--- config.mk ---
export PLATFORM = sky130hd
export DESIGN_NAME = bptc_div_cell
export DESIGN_NICKNAME = d
export VERILOG_FILES = /design/src/rtl/bptc_pkg.sv /design/src/rtl/bptc_div_cell.sv
export SDC_FILE = /design/constraint.sdc
export NUM_CORES = 1
export LEC_CHECK = 0
export ABC_AREA = 1
export BUFFER_PORTS_ARGS = -buffer_cell sky130_fd_sc_hd__clkbuf_2
export CORE_MARGIN = 5
export CORE_UTILIZATION = 54
export CTS_CLUSTER_DIAMETER = 50
export DETAILED_ROUTE_END_ITERATION = 10
export PLACE_DENSITY = 0.82
export SYNTH_ARGS = -nofsm -noshare
export SYNTH_HDL_FRONTEND = slang
export SYNTH_SLANG_ARGS = --single-unit
--- constraint.sdc ---
create_clock -name clock -period 2.2 [get_ports clock]
set_input_delay 0.22 -clock clock [delete_from_list [all_inputs] [get_ports clock]]
set_output_delay 0.22 -clock clock [all_outputs]
set_load 0.01 [all_outputs]
--- src/rtl/bptc_pkg.sv ---
// shared types and constants of the box projection texture coordinate generator
// no dependencies; imported by every module under rtl

package bptc_pkg;

   // fraction bits of the fixed point coordinates (q16.16)
   localparam int FRAC_BITS = 16;

   // default widths of the coordinate and normal fields
   localparam int COORD_WIDTH_DEF  = 32;
   localparam int NORMAL_WIDTH_DEF = 16;

   // 1.0 in q16.16, truncated to the coordinate width at use
   localparam logic [63:0] SCALE_ONE = 64'd1 << FRAC_BITS;

   // configuration register indexes
   typedef enum logic [1:0] {
      REG_OFFSET_U = 2'd0,
      REG_OFFSET_V = 2'd1,
      REG_SCALE_U  = 2'd2,
      REG_SCALE_V  = 2'd3
   } reg_index_type;

   // position component picked as a texture coordinate source
   typedef enum logic [1:0] {
      AXIS_X = 2'd0,
      AXIS_Y = 2'd1,
      AXIS_Z = 2'd2
   } axis_type;

   // per lane control that travels along the divider chain
   typedef struct packed {
      logic neg;   // result sign: dividend sign xor divisor sign
      logic ovf;   // quotient does not fit in the coordinate width
   } lane_ctl_type;

endpackage

--- src/rtl/bptc_div_cell.sv ---
// one restoring division cell: decides one quotient bit and hands on the remainder
// depends on bptc_pkg

module bptc_div_cell import bptc_pkg::*; #(
   parameter int COORD_WIDTH = COORD_WIDTH_DEF,
   parameter int REM_WIDTH   = COORD_WIDTH + 1 + FRAC_BITS,
   parameter int BIT         = 0
) (
   input  logic                   clock,
   input  logic                   enable,
   input  logic [COORD_WIDTH-1:0] divisor,
   input  logic [REM_WIDTH-1:0]   src_rem,
   input  logic [COORD_WIDTH-1:0] src_quo,
   input  lane_ctl_type           src_ctl,
   output logic [REM_WIDTH-1:0]   dst_rem,
   output logic [COORD_WIDTH-1:0] dst_quo,
   output lane_ctl_type           dst_ctl
);

   localparam int DW = REM_WIDTH + COORD_WIDTH;

   logic [DW-1:0]          rem_ext, rem_hi, dvs_ext, diff;
   logic                   fits;
   logic [REM_WIDTH-1:0]   rem_ff, rem_in;
   logic [COORD_WIDTH-1:0] quo_ff, quo_in;
   lane_ctl_type           ctl_ff, ctl_in;

   // compare remainder against divisor weighted by 2^bit
   assign rem_ext = DW'(src_rem);
   assign dvs_ext = DW'(divisor);
   assign rem_hi  = rem_ext >> BIT;
   assign fits    = (rem_hi >= dvs_ext);
   assign diff    = rem_ext - (dvs_ext << BIT);
   assign rem_in  = fits ? diff[REM_WIDTH-1:0] : src_rem;

   // top cell flags an out of range quotient, the others set their bit
   generate
      if (BIT >= COORD_WIDTH) begin : g_ovf
         always_comb begin
            quo_in     = src_quo;
            ctl_in.neg = src_ctl.neg;
            ctl_in.ovf = src_ctl.ovf | fits;
         end
      end else begin : g_bit
         always_comb begin
            quo_in      = src_quo;
            quo_in[BIT] = fits;
            ctl_in      = src_ctl;
         end
      end
   endgenerate

   // cell register
   always_ff @(posedge clock) begin
      if (enable) begin
         rem_ff <= rem_in;
         quo_ff <= quo_in;
         ctl_ff <= ctl_in;
      end
   end

   assign dst_rem = rem_ff;
   assign dst_quo = quo_ff;
   assign dst_ctl = ctl_ff;

endmodule

==> results.txt, run 1 <==
----------------------------------------------------
[Outcome]
  Run status ... completed

[Layout]
  End-of-flow core utilization ... 73.0%
  Total Nets Final ... 1,493
  Fraction of layout instances using a drive strength above 1 ... between 20 and 30%
  Synthesis-to-layout area growth ... 31.7%
  Finished Cell Area ... slightly above 0.009 mm^2
  Count of fill cells added during filler insertion ... roughly 1,100
  Number of antenna repair diodes ... 0

[Run]
  Max capacitance violation total ... 0

[Pwr]
  Switching power of the nets ... approximately 1.7 mW
  Total internal power ... 3.45 mW
  Clock power share ... about 30%
  Comb power frac ... 31.8%
  Leak Pwr ... between 5 and 6 nW
  Share of power burned in registers ... between 30% and 40%
  Largest voltage drop on the vdd net ... 417 uV
  PwrDens ... 558 mW/mm^2
  Total Power Consumption ... between 5 and 6 mW
  Share of total power consumed by net switching ... about a third

[STA]
  Min cycle time layout ... 1940 ps
  Number of endpoints failing setup at the final stage ... 0
  Worst hold margin ... 41.6 ps
  Final Slew Violations ... 0
  Post-Route Setup TNS ... 0 ps
  Final Cycle Share ... 88.3%
  Fmax achieved ... 515 MHz
  Worst-Margin Slew ... 356 ps
  Setup repair after global routing missed its margin ... no
  Final Hold Fails ... 0
  Max_slew headroom ... 76.0%

[Logic synthesis]
  Syn Inst Count ... about 1,000
  Leading cell types by total area after synthesis ... sky130_fd_sc_hd__edfxtp_1, sky130_fd_sc_hd__nand2_1, sky130_fd_sc_hd__inv_1
  Number of enable-type register cells in the synthesized netlist ... 83
  Most area-hungry cell type in the Yosys netlist ... sky130_fd_sc_hd__edfxtp_1
  Sequential fraction of the synthesis area ... a little over a third
  Syn Std Cell Area ... 0.00702 mm^2
  Cell with the most instances after synthesis ... sky130_fd_sc_hd__nand2_1
  Count of unique library cells instantiated by Yosys ... 30
  Asr flop ratio synth ... 0%
  Synth warn ... 0
  Top cells by count, synth ... sky130_fd_sc_hd__nand2_1, sky130_fd_sc_hd__inv_1, sky130_fd_sc_hd__edfxtp_1, sky130_fd_sc_hd__nor2_1, sky130_fd_sc_hd__nand3_1
  Post-Syn Nets ... between 1,000 and 1,500
  Register bit count reported by yosys ... 83
  Post-synthesis average cell area ... 6.75 um^2
  Dominant synthesized flop cell ... sky130_fd_sc_hd__edfxtp_1
  Fraction of synthesized cell area taken by the top area cell type ... 35.5%

[Die]
  Number of primary I/O pins ... 200
  Core Box Area ... 0.0127 mm^2
  Die Y ... 124 um
  Site row count ... 41
  Starting Density ... 55.4%
  Die Area ... ~0.015 mm^2
  Die W ... about 120 um

[Setup path]
  Crit path max fanout ... 4
  Crit start category ... primary input
  Kind of capture point of the worst setup path ... register
  Kind of critical path ... in2reg
  Required time at the endpoint of the critical path ... roughly 2300 ps
  Data arrival time of the critical path ... 2060 ps

[Detailed routing]
  Routed wirelength normalized by instance count ... 14.5 um
  Count of TritonRoute iterations in the first routing pass ... 5
  Violation count after the first detailed-route iteration ... 541
  Vias after detailed routing ... 7,389
  Routed wire length ... 22.0 mm
  Vias per inst ... about 5
  Post-detailed-route DRC marker count ... 0
  Number of nets with antenna violations after routing ... 0

[CTS]
  Total CTS buffers ... 9
  CTS H-tree depth ... 3
  Max clock buf depth ... 2
  Hold buffers post-CTS ... 0
  Sinks on Clock Net ... 83
  Clock Pin Slew Worst Setup and Hold Paths ... 80 ps
  TritonCTS clock tree ... yes
  Number of setup buffers added after CTS ... 0
  Post-cts sizing count ... 0
  Master cell of the clock root buffer ... sky130_fd_sc_hd__clkbuf_16

[Global route]
  Maximum number of pins on one net before global-route repair ... 50
  Number of antenna violations at the first check in global routing ... 0
  First-pass GRT wire length ... around 34 mm
  Aggregate global-route resource usage ... 28.9%
  Vias in the first global route ... 7,113
  Global route overflow ... 0

[Placed design]
  Placement-stage cell area ... 0.00895 mm^2
  HPWL Detailed ... 18.9 mm
  Weighted congestion at the end of routability-driven global placement ... 0.943
  Buffers on Ports ... 198

[Min path]
  Startpoint of the lowest-slack hold path ... src_quo[4]
  Worst-case hold path end point ... dst_quo[4]
  Hold path cells ... 1
  Kind of path behind the tightest hold check ... in2reg

----------------------------------------------------
-- registers in the layout (all words and copies together) (netlist names) --
register	flops
dst_ctl	2
dst_rem	49
dst_quo	32
-- final cells by class --
class                      instances  area (um^2)  area share (%)
multi-input combinational        710         3540            38.3
sequential                        83         2490            27.0
timing repair buffer             299         1790            19.4
inverter                         240          906            9.80
clock buffer                       9          225            2.44
tap                              172          215            2.33
clock inverter                     7         72.6           0.785
-- metal layers --
| metal | share of wire, % | up-vias | GRT usage, % | routed length (um) |
|---|---|---|---|---|
| met5 | 0 | - | 0 | 0 |
| met4 | 2.3 | 0 | 7.67 | 497 |
| met3 | 8.7 | 36 | 5.50 | 1920 |
| met2 | 49 | 296 | 52.4 | 10700 |
| met1 | 40 | 3262 | 35.1 | 8910 |
| li1 | - | 3795 | - | - |
-- kinds of logic (layout without fill, tap and decap cells) --
| logic type | after synthesis | in the layout | synth area share, % |
|---|---|---|---|
| and+or+nand+nor | 608 | 608 | 36.9 |
| buffers and inverters | 247 | 555 | 14.0 |
| DFF | 83 | 83 | 35.5 |
| AOI/OAI and AO/OA | 51 | 51 | 5.39 |
| adders and majority gates | 33 | 33 | 5.99 |
| xor gates and xnor gates | 18 | 18 | 2.25 |
-- per-stage QoR --
| stage | instances | setup slack (ps) |
|---|---|---|
| 4_1_cts | 1520 | 261 |
| 5_1_grt | 1520 | 45.1 |
| 3_3_place_gp | 1504 | -113 |
| 6_report | 1520 | 256 |
| 3_5_place_dp | 1504 | -90.9 |
| 2_1_floorplan | 1040 | 229 |
-- cells in the final DEF (no fill, tap or decap), types with 2 or more instances in the layout --
cell type	count
sky130_fd_sc_hd__nor2_4	4
sky130_fd_sc_hd__inv_2	11
sky130_fd_sc_hd__nor2_1	82
sky130_fd_sc_hd__buf_12	3
sky130_fd_sc_hd__xnor2_1	14
sky130_fd_sc_hd__o21ai_2	17
sky130_fd_sc_hd__ha_1	32
sky130_fd_sc_hd__clkbuf_16	9
sky130_fd_sc_hd__clkbuf_2	197
sky130_fd_sc_hd__xor2_1	4
sky130_fd_sc_hd__nor2_2	9
sky130_fd_sc_hd__nand2_1	392
sky130_fd_sc_hd__clkinvlp_4	3
sky130_fd_sc_hd__nand4_1	22
sky130_fd_sc_hd__o21ai_0	3
sky130_fd_sc_hd__inv_8	3
sky130_fd_sc_hd__nand3b_1	2
sky130_fd_sc_hd__a21oi_1	15
sky130_fd_sc_hd__inv_1	228
sky130_fd_sc_hd__nand2_2	23
sky130_fd_sc_hd__edfxtp_1	83
sky130_fd_sc_hd__a21oi_2	15
sky130_fd_sc_hd__buf_4	99
sky130_fd_sc_hd__nand3_1	67
-- power by group through the flow --
stage          sequential (mW)  clock (mW)  combinational [mW]
6_report                  2.00        1.52                1.64
5_1_grt                   2.02        1.61                1.81
4_1_cts                   2.01        1.53                1.64
3_5_place_dp              2.04           0                1.62
3_3_place_gp              2.03           0                1.59
2_1_floorplan             2.13           0               0.773
-- critical path, cell delays in order --
cell and delay, ps:
sky130_fd_sc_hd__clkbuf_2 100, sky130_fd_sc_hd__ha_1 230, sky130_fd_sc_hd__fa_1 390, sky130_fd_sc_hd__inv_1 100, sky130_fd_sc_hd__nand3_1 70, sky130_fd_sc_hd__nand3_1 150, sky130_fd_sc_hd__nand2_1 70, sky130_fd_sc_hd__nand2_1 80
sky130_fd_sc_hd__nand2_1 50, sky130_fd_sc_hd__nand2_1 130, sky130_fd_sc_hd__buf_4 160, sky130_fd_sc_hd__nand2_1 70, sky130_fd_sc_hd__nand2_1 60, sky130_fd_sc_hd__nand2_1 40, sky130_fd_sc_hd__nand3_1 90, sky130_fd_sc_hd__nand2_1 60
-- how the worst max path moves through the flow --
stage               slack [ps]       start  cells past startpoint          end
floorplan                  230  src_rem[0]                     15  dst_rem[24]
global placement          -110  divisor[0]                     16  dst_rem[24]
detailed placement         -90  divisor[0]                     16  dst_rem[24]
CTS                        260  divisor[0]                     16  dst_rem[24]
global route                50  src_rem[0]                     17  dst_rem[24]
finish                     260  divisor[0]                     16  dst_rem[24]
No activity file was read; power rests on OpenSTA's default activity.
==> inputs of run 2 (changes only) <==
- HOLD_SLACK_MARGIN: default -> 0.12
- clock period: 2.2 -> 2.1 ns (I/O delays scaled with it)
==> run 2 against run 1 <==
Non-clock buffer count increased by 50. Via count increased by 5.6%. Die area unchanged. Power increased by 12%. Sequential power increased by 5%. Critical path type unchanged. Wire length increased by 12%. Setup slack got worse by 160 ps. Hold slack improved by 96 ps. Flip-flop and latch count unchanged. Utilization increased by 4.1 points. Clock-buffer cell count unchanged. Largest cell class unchanged. First-iteration DRC count increased by 25%.
==> results.txt, run 2 (synthesized netlist as in run 1, its figures left out) <==
----------------------------------------------------
[Layout]
  Synthesis-to-layout area growth ... 39.2%
  Total Nets Final ... 1,543 (+3.3%)
  Flip-flop count of the largest register, all copies and words added ... 49 (unchanged)
  Commonest non-fill, non-tap cell in the layout ... sky130_fd_sc_hd__nand2_1
  Commonest cells after routing, fill and taps aside ... sky130_fd_sc_hd__nand2_1, sky130_fd_sc_hd__inv_1, sky130_fd_sc_hd__clkbuf_2, sky130_fd_sc_hd__buf_4, sky130_fd_sc_hd__edfxtp_1
  Fraction of layout instances using a drive strength above 1 ... 30.1% (+0.44 points)
  Number of antenna repair diodes ... 0 (unchanged)
  Final Non-Filler Cells ... 1,570 (+3.3%)
  Count of fill cells added during filler insertion ... 954 (-11%)

[Detailed routing]
  Met2 layer wire length in the routed design ... 11.6 mm (+8.0%)
  Count of TritonRoute iterations in the first routing pass ... 6 (+1)
  Number of nets with antenna violations after routing ... 0 (unchanged)
  Violation count after the first detailed-route iteration ... 678 (+25%)
  Routed wire length ... 24.6 mm (+12%)
  Routed metal-1 wirelength ... 9.77 mm (+9.6%)
  Vias after detailed routing ... 7,804 (+5.6%)
  Routed wirelength normalized by instance count ... 15.7 um (+8.2%)
  Vias per inst ... 4.97 (+2.3%)
  Highest routed metal layer ... met4
  Post-detailed-route DRC marker count ... 0 (unchanged)
  Routed met3 length ... 2.26 mm (+18%)

[Setup path]
  Data arrival time of the critical path ... 2100 ps (+40 ps)
  Crit path largest cell delay ... 300 ps (-90 ps)
  Most common cell on crit path ... sky130_fd_sc_hd__nand2_1
  Crit. Startpoint ... divisor[5]
  Crit path max fanout ... 16 (+12)
  Kind of capture point of the worst setup path ... register
  Required time at the endpoint of the critical path ... 2200 ps (-120 ps)
  Cells along the critical path ... clkbuf_2, inv_1, ha_4, buf_4, nand2_1, nor2_4, nand3_1, nand3_2, nand2_1, nand2_2, nand2_4, nand2_8, inv_8, buf_12, nand2_1, o21ai_2
  Slowest stage cell on the critical path ... sky130_fd_sc_hd__ha_4
  Worst Setup EP ... dst_rem[2]
  Crit start category ... primary input
  Kind of critical path ... in2reg

[Die]
  Die Area ... 0.0154 mm^2 (unchanged)
  Die Y ... 124 um (unchanged)
  Starting Density ... 55.4% (unchanged)
  Number of primary I/O pins ... 200 (unchanged)
  Site row count ... 41 (unchanged)
  Core Box Area ... 0.0127 mm^2 (unchanged)
  Die W ... 124 um (unchanged)

[Placed design]
  Buffers on Ports ... 198 (unchanged)
  Weighted congestion at the end of routability-driven global placement ... 0.964 (+2.2%)
  Cell total after placement ... 1,521 (+1.1%)
  HPWL Detailed ... 18.6 mm (-1.3%)

[Global route]
  Global route overflow ... 0 (unchanged)
  Maximum number of pins on one net before global-route repair ... 33 (-34%)
  Vias in the first global route ... 7,428 (+4.4%)
  Number of antenna violations at the first check in global routing ... 0 (unchanged)
  First-pass GRT wire length ... 36.3 mm (+7.6%)
  Aggregate global-route resource usage ... 31.3% (+2.3 points)

[STA]
  Worst-Margin Slew ... 492 ps (+136 ps)
  Post-Route Setup TNS ... 0 ps (unchanged)
  Min cycle time layout ... 2000 ps
  Setup repair after global routing missed its margin ... no
  Worst hold margin ... 138 ps (+96.2 ps)
  Final Cycle Share ... 95.3%
  Final Hold Fails ... 0 (unchanged)
  Number of endpoints failing setup at the final stage ... 0 (unchanged)
  Final Slew Violations ... 0 (unchanged)
  Max_slew headroom ... 67.2% (-8.8 points)
  Fmax achieved ... roughly 500 MHz

[CTS]
  Master cell of the clock root buffer ... sky130_fd_sc_hd__clkbuf_16
  Max clock buf depth ... 2 (unchanged)
  Sinks on Clock Net ... 83 (unchanged)
  CTS H-tree depth ... 3 (unchanged)
  TritonCTS clock tree ... yes
  Total CTS buffers ... 9 (unchanged)
  Clock Pin Slew Worst Setup and Hold Paths ... 80 ps (about the same)

[Pwr]
  Leak Pwr ... 5.40 nW (+5.0%)
  Switching power of the nets ... 1.86 mW (+8.8%)
  Total internal power ... 3.90 mW (+13%)
  Share of total power consumed by net switching ... 32.3% (-0.83 points)
  Largest voltage drop on the vdd net ... 400 uV (-4.0%)
  Comb power frac ... 31.7% (about the same)
  Share of power burned in registers ... 36.6% (-2.2 points)
  Clock power share ... 31.8% (+2.4 points)
  PwrDens ... 590 mW/mm^2 (+5.6%)

[Min path]
  Kind of path behind the tightest hold check ... in2reg

[Run]
  Max capacitance violation total ... 0 (unchanged)

[Outcome]
  Run status ... completed

----------------------------------------------------
run 2: cell count changes in the layout (fill, tap and decap cells not counted), sizes merged:
cell         delta
buf            +17
clkinv          +1
clkinvlp        -2
dlygate4sd3    +33
bufinv          +2
inv             -1
run 2: power groups by stage:
stage	sequential, mW	combinational [mW]	clock (mW)
finish	2.11	1.83	1.83
global route	2.12	2.00	1.91
CTS	2.10	1.77	1.81
detailed placement	2.13	1.71	0
global placement	2.13	1.68	0
floorplan	2.23	0.810	0
run 2: what timing repair did:
item	in CTS	in global routing
setup buffers	0	0
hold buffers	33	0
setup endpoints to repair	0	29
hold endpoints to repair	33	0
gates resized for setup	0	6
run 2: worst min-delay path by stage:
stage,from,endpoint,slack [ps],depth (start not counted)
2_1_floorplan,src_ctl[0],dst_ctl[0],310,0
3_3_place_gp,src_quo[24],dst_quo[24],390,1
3_5_place_dp,src_quo[1],dst_quo[1],390,1
4_1_cts,src_rem[16],dst_rem[16],130,3
5_1_grt,src_rem[14],dst_rem[14],150,3
6_report,src_rem[16],dst_rem[16],140,3
run 2: worst max-delay path: cells and delay by family:
kind / cells / cell delay (ps)
buffers and inverters: 5 / 530
AND/OR/NAND/NOR: 9 / 980
AO/OA/AOI/OAI: 1 / 60
adder cells (fa/ha/maj): 1 / 300
run 2: per-layer routing:
metal,up-vias,GRT usage (%)
met5,-,0
met3,66,6.04
met1,3454,37.7
li1,3888,-
met4,0,13.3
met2,396,54.4
run 2: area by class of cell:
type,instances,area (um^2),area share [%]
clock buffers,9,225,2.31
clock inverters,7,110,1.13
inverters,240,908,9.30
multi-input cells,710,3570,36.6
flip-flops and latches,83,2490,25.5
well taps,172,215,2.20
repair buffers,349,2250,23.0
run 2: through the flow:
| step | utilization (%) | worst slack (ps) | total power, mW | cell area, um^2 |
|---|---|---|---|---|
| after floorplan | - | 139 | 3.04 | 7020 |
| after global placement | 71.6 | -144 | 3.80 | 9070 |
| after detailed placement | 71.6 | -185 | 3.84 | 9070 |
| after CTS | 76.9 | 127 | 5.69 | 9740 |
| after global routing | 77.1 | 4.33 | 6.03 | 9770 |
| final | 77.1 | 98.6 | 5.76 | 9770 |
