File: config.mk
export PLATFORM = sky130hd
export DESIGN_NAME = bptc_front
export DESIGN_NICKNAME = d
export VERILOG_FILES = /design/src/rtl/bptc_pkg.sv /design/src/rtl/bptc_front.sv
export SDC_FILE = /design/constraint.sdc
export NUM_CORES = 1
export LEC_CHECK = 0
export BUFFER_PORTS_ARGS = -buffer_cell sky130_fd_sc_hd__buf_4
export CAP_MARGIN = 5
export CORE_UTILIZATION = 40
export DETAILED_ROUTE_END_ITERATION = 6
export GPL_ROUTABILITY_DRIVEN = 0
export PLACE_DENSITY = 0.73
export SKIP_LAST_GASP = 1
export SYNTH_ARGS = -nofsm -noshare
export SYNTH_HDL_FRONTEND = slang
export SYNTH_SLANG_ARGS = --single-unit
File: constraint.sdc
create_clock -name clock -period 9.05 [get_ports clock]
set_clock_uncertainty 0.05 [all_clocks]
set_input_delay 0.4525 -clock clock [delete_from_list [all_inputs] [get_ports clock]]
set_output_delay 0.4525 -clock clock [all_outputs]
set_load 0.005 [all_outputs]
File: src/rtl/bptc_pkg.sv
// shared types and constants of the box projection texture coordinate generator
// no dependencies; imported by every module under rtl

package bptc_pkg;

   // fraction bits of the fixed point coordinates (q16.16)
   localparam int FRAC_BITS = 16;

   // default widths of the coordinate and normal fields
   localparam int COORD_WIDTH_DEF  = 32;
   localparam int NORMAL_WIDTH_DEF = 16;

   // 1.0 in q16.16, truncated to the coordinate width at use
   localparam logic [63:0] SCALE_ONE = 64'd1 << FRAC_BITS;

   // configuration register indexes
   typedef enum logic [1:0] {
      REG_OFFSET_U = 2'd0,
      REG_OFFSET_V = 2'd1,
      REG_SCALE_U  = 2'd2,
      REG_SCALE_V  = 2'd3
   } reg_index_type;

   // position component picked as a texture coordinate source
   typedef enum logic [1:0] {
      AXIS_X = 2'd0,
      AXIS_Y = 2'd1,
      AXIS_Z = 2'd2
   } axis_type;

   // per lane control that travels along the divider chain
   typedef struct packed {
      logic neg;   // result sign: dividend sign xor divisor sign
      logic ovf;   // quotient does not fit in the coordinate width
   } lane_ctl_type;

endpackage

File: src/rtl/bptc_front.sv
// front stage: dominant axis search, source selection, offset add and magnitude
// depends on bptc_pkg

module bptc_front import bptc_pkg::*; #(
   parameter int COORD_WIDTH  = COORD_WIDTH_DEF,
   parameter int NORMAL_WIDTH = NORMAL_WIDTH_DEF,
   parameter int REM_WIDTH    = COORD_WIDTH + 1 + FRAC_BITS
) (
   input  logic                    clock,
   input  logic                    enable,
   input  logic [COORD_WIDTH-1:0]  pos_x,
   input  logic [COORD_WIDTH-1:0]  pos_y,
   input  logic [COORD_WIDTH-1:0]  pos_z,
   input  logic [NORMAL_WIDTH-1:0] norm_x,
   input  logic [NORMAL_WIDTH-1:0] norm_y,
   input  logic [NORMAL_WIDTH-1:0] norm_z,
   input  logic [COORD_WIDTH-1:0]  offset_u,
   input  logic [COORD_WIDTH-1:0]  offset_v,
   input  logic                    scale_u_neg,
   input  logic                    scale_v_neg,
   output logic [REM_WIDTH-1:0]    u_rem,
   output logic [REM_WIDTH-1:0]    v_rem,
   output lane_ctl_type            u_ctl,
   output lane_ctl_type            v_ctl
);

   logic [NORMAL_WIDTH:0]  abs_x, abs_y, abs_z;
   logic                   pos_nx, pos_ny, pos_nz;
   axis_type               sel_u, sel_v;
   logic [COORD_WIDTH-1:0] src_u, src_v;
   logic [COORD_WIDTH:0]   sum_u, sum_v;
   logic [COORD_WIDTH:0]   mag_u, mag_v;
   logic [REM_WIDTH-1:0]   u_rem_ff, u_rem_in, v_rem_ff, v_rem_in;
   lane_ctl_type           u_ctl_ff, u_ctl_in, v_ctl_ff, v_ctl_in;

   // exact absolute values of the normal components
   assign abs_x = norm_x[NORMAL_WIDTH-1] ?
                  ((NORMAL_WIDTH+1)'(0) - {norm_x[NORMAL_WIDTH-1], norm_x}) : {1'b0, norm_x};
   assign abs_y = norm_y[NORMAL_WIDTH-1] ?
                  ((NORMAL_WIDTH+1)'(0) - {norm_y[NORMAL_WIDTH-1], norm_y}) : {1'b0, norm_y};
   assign abs_z = norm_z[NORMAL_WIDTH-1] ?
                  ((NORMAL_WIDTH+1)'(0) - {norm_z[NORMAL_WIDTH-1], norm_z}) : {1'b0, norm_z};

   // strictly positive components
   assign pos_nx = !norm_x[NORMAL_WIDTH-1] && (norm_x != '0);
   assign pos_ny = !norm_y[NORMAL_WIDTH-1] && (norm_y != '0);
   assign pos_nz = !norm_z[NORMAL_WIDTH-1] && (norm_z != '0);

   // dominant axis: x, then z, ties go to y
   always_comb begin
      priority if (abs_x > abs_y && abs_x > abs_z) begin
         sel_u = pos_nx ? AXIS_Y : AXIS_Z;
         sel_v = pos_nx ? AXIS_Z : AXIS_Y;
      end else if (abs_z > abs_x && abs_z > abs_y) begin
         sel_u = pos_nz ? AXIS_X : AXIS_Y;
         sel_v = pos_nz ? AXIS_Y : AXIS_X;
      end else begin
         sel_u = pos_ny ? AXIS_Z : AXIS_X;
         sel_v = pos_ny ? AXIS_X : AXIS_Z;
      end
   end

   // source component muxes
   always_comb begin
      unique case (sel_u)
         AXIS_X:  src_u = pos_x;
         AXIS_Y:  src_u = pos_y;
         AXIS_Z:  src_u = pos_z;
         default: src_u = pos_x;
      endcase
      unique case (sel_v)
         AXIS_X:  src_v = pos_x;
         AXIS_Y:  src_v = pos_y;
         AXIS_Z:  src_v = pos_z;
         default: src_v = pos_x;
      endcase
   end

   // offset add one bit wider, then magnitude
   assign sum_u = {src_u[COORD_WIDTH-1], src_u} + {offset_u[COORD_WIDTH-1], offset_u};
   assign sum_v = {src_v[COORD_WIDTH-1], src_v} + {offset_v[COORD_WIDTH-1], offset_v};
   assign mag_u = sum_u[COORD_WIDTH] ? ((COORD_WIDTH+1)'(0) - sum_u) : sum_u;
   assign mag_v = sum_v[COORD_WIDTH] ? ((COORD_WIDTH+1)'(0) - sum_v) : sum_v;

   // dividend is the magnitude scaled by 2^frac
   always_comb begin
      u_rem_in     = {mag_u, {FRAC_BITS{1'b0}}};
      v_rem_in     = {mag_v, {FRAC_BITS{1'b0}}};
      u_ctl_in.neg = sum_u[COORD_WIDTH] ^ scale_u_neg;
      u_ctl_in.ovf = 1'b0;
      v_ctl_in.neg = sum_v[COORD_WIDTH] ^ scale_v_neg;
      v_ctl_in.ovf = 1'b0;
   end

   // stage register
   always_ff @(posedge clock) begin
      if (enable) begin
         u_rem_ff <= u_rem_in;
         v_rem_ff <= v_rem_in;
         u_ctl_ff <= u_ctl_in;
         v_ctl_ff <= v_ctl_in;
      end
   end

   assign u_rem = u_rem_ff;
   assign v_rem = v_rem_ff;
   assign u_ctl = u_ctl_ff;
   assign v_ctl = v_ctl_ff;

endmodule

==> impl_metrics.tcl, run 1 <==
set metrics [dict create \
    grt_max_degree 69 \
    dpl.hpwl_um 33000 \
    grt_pass1_vias 11258 \
    synth_cell_types 85 \
    post-route-cell-area_um2 13800 \
    synth_top_area_share_pct 18.1 \
    min_period_ns 8.25 \
    critical_path.endpoint_type "register" \
    power_density_nw_per_um2 268 \
    finalCoreUtilization_pct 49.8 \
    synthTopCellsByArea "edfxtp_1 (18%), ha_1 (13%), xnor2_1 (7.1%), o21ai_0 (5.8%), nand2_1 (4.9%)" \
    syn_inst 1448 \
    synth_area_per_cell_um2 7.79 \
    root_buffer "clkbuf_16" \
    setup_tns_ns 0 \
    vias 12042 \
    firstDrtPassIters 7 \
    critPathSlowestCell "nor4_1" \
    synth.ff_latch_count 68 \
    synth_edf_count 68 \
    cp.arrival_ns 8.29 \
    die_width_um 170 \
    initial_core_util_pct 40.6 \
    cts_buffers 9 \
    hp-class "in -> reg" \
    worstPathMaxFanout 48 \
    hold_viol_final 0 \
    core-area_um2 27800 \
    overflow 0 \
    async_flop_share_pct 0 \
    period_share_pct 91.2 \
    grt_pass1_wl_um 58500 \
    ctsHtreeMaxLevel 3 \
    startpoint_type "input pin" \
    fillers 2782 \
    yosysSeqAreaShare_pct 18.1 \
    yosysMostFrequentCell "nand2_1" \
    required_ns 9.09 \
    dp_slack_ns 0.428 \
    ir_drop_uv 98.5 \
    cellLeakagePower_uw 0.00594 \
    cts_num_sinks 68 \
    worst_pin_slew_ns 0.904 \
    synth.largest_area_cell "edfxtp_1" \
    num_rows 61 \
    drv_slew 0 \
    wl_per_cell_um 18.8 \
    clk_pin_slew_ns 0.05 \
    clock_path_buffers 2 \
    ys.flop_type "edfxtp_1" \
    route.antenna.remaining_nets 0 \
    cap_violations 0 \
    timing.final.ws_setup_ns 0.798 \
    io_buffers 279 \
    holdBufCountCts 0 \
    drive_above_1_share_pct 19.9 \
    fp.dieArea_um2 28900 \
    relSlewSlack_pct 39.8 \
    fin_nets 2026 \
    antenna_found_initial 6 \
    die_h_um 170 \
    cpLargestDelayFamily "simple AND/OR/NAND/NOR gates" \
    routed_wl_um 38900 \
    cts_tree "built" \
    setup_viol 0 \
    status "complete, no violations" \
    drt_iter0_drc 852 \
    slowest_delay_ns 0.70 \
    rsz0062_at_grt "no" \
    vias_per_cell 5.80 \
    ios 314 \
    synth_commonest_cells "nand2_1 (147), o21ai_0 (130), ha_1 (120)" \
    critPathBufInv 4 \
    post-route-drc-count 0 \
    grt_use_total_pct 26.2 \
    area_delta_synth_final_pct 22.6 \
    yosys_warnings 0 \
    placed_area_um2 13600 \
    synth_area_um2 11300 \
    max_freq_ghz 0.121 \
    path_class "in -> reg" \
]
## layout make-up
| cell class | count | area [µm²] | area share (%) |
|---|---|---|---|
| multi-input cells | 1262 | 8660 | 62.6 |
| repair buffers | 289 | 2170 | 15.7 |
| flip-flops and latches | 68 | 2040 | 14.8 |
| well taps | 378 | 473 | 3.42 |
| inverters | 62 | 233 | 1.68 |
| clock buffers | 9 | 225 | 1.63 |
| clock inverters | 4 | 20.0 | 0.145 |
| diodes | 3 | 7.51 | 0.0543 |
## cell usage in the layout (no fill, tap or decap), drive strengths merged, types with 10 or more instances in the layout
cell	n
buf	289
nand2	147
o21ai	138
ha	120
xnor2	92
nor2	89
a21oi	83
edfxtp	68
a22oi	67
inv	62
xor2	46
conb	40
a21o	36
nor3	30
nand3	30
o21a	28
nand4	27
a31oi	22
o31ai	20
nor2b	17
a211oi	17
and2	15
o211ai	13
nor4	12
or3	10
## power by group
part / total [µW] / switching (µW) / internal (µW)
Combinational: 2740 / 1560 / 1170
Clock: 303 / 125 / 178
Sequential: 670 / 45.8 / 624
Total: 3710 / 1740 / 1970
## flip-flops by register name, indices dropped and copies added, names as in the netlist
register,cells
u_ctl,1
u_rem,33
v_ctl,1
v_rem,33
## metrics by stage
step                      cells  power [µW]  hold WS [ns]
after floorplan            1486        2590         0.515
after global placement     2059        3330         0.697
after detailed placement   2059        3380         0.701
after CTS                  2072        3700         0.336
after global routing       2073        4020         0.353
final                      2075        3710         0.345
## timing repair
action / in CTS / in global routing
gates resized for setup: 0 / 1
setup buffers: 0 / 0
endpoints found under the setup margin: 0 / 2
## cell families after synthesis
logic type | after synthesis | synth area share, %
fa+ha+maj | 123 | 13.7
simple gates | 432 | 19.1
mux | 5 | 0.443
buf+inv | 156 | 6.47
other cells | 2 | 0.0665
flops | 68 | 18.1
xor+xnor | 138 | 10.7
compound gates | 524 | 31.3
## routing by layer
metal	wire length (µm)	track usage, %
met5	42	0
met4	1640	13.8
met3	3440	7.72
met2	18800	45.8
met1	15000	28.6
## path summary, 6_finish.rpt
path	from	to	slack [ns]	depth (start not counted)
hold / removal	scale_v_neg	v_ctl[1]	0.34	2
setup / recovery	norm_x[4]	v_rem[47]	0.80	29
(Power assumes the default switching activity.)
==> run 2, diff against run 1 <==
- CORE_UTILIZATION: 40 -> 55
- PLACE_DENSITY: 0.73 -> 0.9
- SETUP_SLACK_MARGIN: unset -> 0.3
==> run 2 against run 1 <==
Final cell count shrank 5.2%. Cell area down 0.59%. Critical path depth grew 2. Maximum frequency shrank 0.47%. Global-route usage rose by 10 points. First-iteration DRC count grew 55%. Worst hold slack better by 0.0060 ns. Clock-buffer cell count is 2 higher. Largest power group unchanged.
==> impl_metrics.tcl, run 2 (synthesized netlist as in run 1, its figures left out) <==
set metrics [dict create \
    status "complete, no violations" \
    vias_per_cell 6.48 \
    clk_pin_slew_ns 0.06 \
    ir_drop_uv 123 \
    final_common_cell "buf_4" \
    required_ns 9.08 \
    root_buffer "clkbuf_16" \
    power_density_nw_per_um2 277 \
    critPathBufInv 3 \
    path_class "in -> reg" \
    cts_buffers 9 \
    totalPowerFinal_uw 3800 \
    min_to "v_ctl[1]" \
    clock_path_buffers 2 \
    worstPathMaxFanout 30 \
    critPathSlowestCell "a2111oi_4" \
    ios 314 \
    startpoint_type "input pin" \
    timing.final.ws_setup_ns 0.759 \
    vias 12749 \
    drv_slew 0 \
    area_delta_synth_final_pct 21.9 \
    die_width_um 145 \
    overflow 0 \
    grt_max_degree 69 \
    dpl.hpwl_um 31300 \
    wl_per_cell_um 20.1 \
    grt_use_total_pct 36.3 \
    hp-class "in -> reg" \
    fin_nets 2025 \
    post-route-drc-count 0 \
    min_period_ns 8.29 \
    core-area_um2 20200 \
    drive_above_1_share_pct 20.0 \
    rsz0062_at_grt "no" \
    critical_path.endpoint_type "register" \
    antenna_found_initial 2 \
    dp_slack_ns 0.370 \
    hold_viol_final 0 \
    final_cell_mix "buf_4 (286), nand2_1 (147), o21ai_0 (129)" \
    cp.arrival_ns 8.32 \
    cellLeakagePower_uw 0.00596 \
    ctsHtreeMaxLevel 3 \
    firstDrtPassIters 7 \
    holdCritStartpoint "scale_v_neg" \
    route.antenna.remaining_nets 0 \
    initial_core_util_pct 56.0 \
    relSlewSlack_pct 33.5 \
    worst_pin_slew_ns 0.996 \
    fin_cells 1968 \
    critPathLaunch "norm_x[4]" \
    cpLargestDelayFamily "compound AO/OA/AOI/OAI gates" \
    cap_violations 0 \
    setup_viol 0 \
    cts_num_sinks 68 \
    grt_pass1_wl_um 62000 \
    num_rows 52 \
    fp.dieArea_um2 21100 \
    period_share_pct 91.6 \
    slowest_delay_ns 0.55 \
    dp.cells 1949 \
    holdBufCountCts 0 \
    io_buffers 279 \
    hold_depth 2 \
    cts_tree "built" \
    die_h_um 145 \
    drt_iter0_drc 1322 \
    max_freq_ghz 0.121 \
    routed_wl_um 39500 \
    grt_pass1_vias 12087 \
    setup_tns_ns 0 \
]
## run 2: changes by cell type in the layout (fill, tap and decap cells not counted), moves of 2 or more
cell	previous run	this run
buf_4	288	286
clkbuf_1	0	2
clkinv_1	0	2
clkinv_2	4	2
nor4_4	1	3
## run 2: layer usage
layer	vias up	global-route usage, %	part of all wire (%)
li1	5901	-	-
met1	5843	40.6	36
met2	842	62.4	48
met3	163	8.93	11
met4	0	21.5	6.0
met5	-	0	0
## run 2: area by class of cell
cell class / count / area, µm²
tap: 270 / 338
timing repair buffer: 288 / 2170
multi-input combinational: 1262 / 8710
fill: 1652 / 6420
sequential: 68 / 2040
inverter: 62 / 233
antenna: 3 / 7.51
clock buffer: 11 / 233
clock inverter: 4 / 17.5
## run 2: worst max-delay path by stage
stage                      endpoint  slack (ns)  cells after the start
after floorplan           v_rem[47]        1.27                     34
after global placement    v_rem[48]        0.54                     33
after detailed placement  v_rem[48]        0.37                     31
after CTS                 v_rem[48]        0.56                     31
after global routing      v_rem[48]        0.34                     33
final                     v_rem[46]        0.76                     31
## run 2: through the flow
| step | cell area, µm² | hold slack [ns] | util (%) |
|---|---|---|---|
| 5_1_grt | 13800 | 0.358 | 68.2 |
| 2_1_floorplan | 11400 | 0.515 | - |
| 3_3_place_gp | 13400 | 0.690 | 66.6 |
| 6_report | 13800 | 0.351 | 68.2 |
| 3_5_place_dp | 13400 | 0.697 | 66.6 |
| 4_1_cts | 13700 | 0.355 | 67.8 |
## run 2: report_power, final
group          switching, µW  internal [µW]
combinational           1650           1170
sequential              45.2            623
clock                    135            181
total                   1830           1980
## run 2: repair_timing
action,CTS,global route
resized for setup,0,13
buffers inserted,0,1
setup endpoints to repair,0,44
==> run 3, diff against run 2 <==
- CTS_BUF_LIST: unset -> sky130_fd_sc_hd__clkbuf_4 sky130_fd_sc_hd__clkbuf_8 sky130_fd_sc_hd__clkbuf_16
- RECOVER_POWER: unset -> 50
==> run 3 against run 2 <==
The flow now finishes with violations (design-rule violations, max-capacitance violations, max-slew violations). Global-route usage shrank 0.077 points. Cell area hardly changed. Worst hold slack better by 0.0043 ns. Routed wire length hardly changed. Clock power is 1% higher. Total power about the same. Critical path depth up 1. Via count down 0.31%. Sequential share of layout area about the same. Largest power group unchanged. Highest routed layer unchanged.
==> impl_metrics.tcl, run 3 (synthesized netlist as in run 1, its figures left out) <==
set metrics [dict create \
    status "finished, violations left" \
    violations "design-rule violations, max-capacitance violations, max-slew violations" \
    ctsHtreeMaxLevel 3 \
    setup_viol 0 \
    grt_pass1_vias 12061 \
    power_density_nw_per_um2 277 \
    period_share_pct 91.2 \
    vias_per_cell 6.45 \
    io_buffers 279 \
    critPathBufInv 3 \
    cts_num_sinks 68 \
    num_rows 52 \
    relSlewSlack_pct -161 \
    dpl.hpwl_um 31300 \
    min_period_ns 8.26 \
    die_width_um 145 \
    wl_per_cell_um 20.1 \
    die_h_um 145 \
    core-area_um2 20200 \
    clk_pin_slew_ns 0.06 \
    fin_nets 2026 \
    worst_pin_slew_ns 3.92 \
    final_cell_mix "buf_4 (252), nand2_1 (147), o21ai_0 (129)" \
    max_freq_ghz 0.121 \
    root_buffer "clkbuf_16" \
    route.antenna.remaining_nets 0 \
    grt_max_degree 69 \
    cts_buffers 9 \
    critical_path.endpoint_type "register" \
    rsz0062_at_grt "yes" \
    hp-class "in -> reg" \
    holdCritStartpoint "scale_v_neg" \
    vias 12709 \
    hold_depth 2 \
    clock_path_buffers 2 \
    min_to "v_ctl[1]" \
    grt_pass1_wl_um 61800 \
    hold_viol_final 0 \
    drt_iter0_drc 1275 \
    fp.dieArea_um2 21100 \
    routed_wl_um 39600 \
    fillers 1653 \
    worstPathMaxFanout 25 \
    cp.arrival_ns 8.28 \
    drive_above_1_share_pct 20.0 \
    drv_slew 69 \
    cpLargestDelayFamily "compound AO/OA/AOI/OAI gates" \
    initial_core_util_pct 56.0 \
    cellLeakagePower_uw 0.00595 \
    ir_drop_uv 133 \
    grt_use_total_pct 36.2 \
    path_class "in -> reg" \
    area_delta_synth_final_pct 21.9 \
    firstDrtPassIters 7 \
    critPathSlowestCell "ha_2" \
    required_ns 9.07 \
    post-route-drc-count 2 \
    startpoint_type "input pin" \
    setup_tns_ns 0 \
    overflow 0 \
    totalPowerFinal_uw 3810 \
    ios 314 \
    cts_tree "built" \
    final_common_cell "buf_4" \
    cap_violations 1 \
    antenna_found_initial 2 \
    slowest_delay_ns 0.55 \
]
==> run 3: worst max-delay path by stage <==
stage                         start   endpoint  slack [ns]  depth (start not counted)
after CTS                 norm_x[4]  v_rem[46]        0.61                         31
after floorplan           norm_x[4]  v_rem[47]        1.27                         34
after global routing      norm_x[2]  v_rem[48]        0.23                         33
final                     norm_x[4]  u_rem[40]        0.79                         32
after detailed placement  norm_x[4]  v_rem[48]        0.37                         31
after global placement    norm_x[4]  v_rem[48]        0.54                         33
==> run 3: timing repair <==
item,CTS,global route
hold buffers,0,0
hold endpoints to repair,0,0
endpoints found under the setup margin,0,45
gates resized for setup,0,15
setup buffers,0,2
==> run 3: through the flow <==
stage | util, % | hold WS (ns) | setup slack [ns] | instance area [µm²] | instances
2_1_floorplan | - | 0.515 | 1.27 | 11400 | 1486
6_report | 68.2 | 0.355 | 0.793 | 13800 | 1969
4_1_cts | 67.9 | 0.356 | 0.613 | 13700 | 1964
5_1_grt | 68.2 | 0.355 | 0.229 | 13800 | 1968
3_3_place_gp | 66.6 | 0.690 | 0.537 | 13400 | 1949
3_5_place_dp | 66.6 | 0.697 | 0.370 | 13400 | 1949
==> run 3: cell type report <==
class                           instances  area (µm²)  share of cell area [%]
Inverter                               62         233                    1.69
Timing Repair Buffer                  289        2160                    15.7
Sequential cell                        68        2040                    14.8
Antenna cell                            3        7.51                  0.0546
Clock buffer                           11         240                    1.75
Clock inverter                          4        17.5                   0.127
Tap cell                              270         338                    2.45
Multi-Input combinational cell       1262        8730                    63.4
==> run 3: power breakdown <==
group	switching (µW)	internal, µW
sequential	43.1	625
combinational	1660	1160
clock	133	187
total	1830	1980
==> run 3: per-layer routing <==
metal  vias to the layer above  wire length, µm  GRT usage, %
li1                       5897                -             -
met1                      5812            14400          40.6
met2                       830            18600          61.7
met3                       170             3990          8.90
met4                         0             2570          22.3
met5                         -                0             0
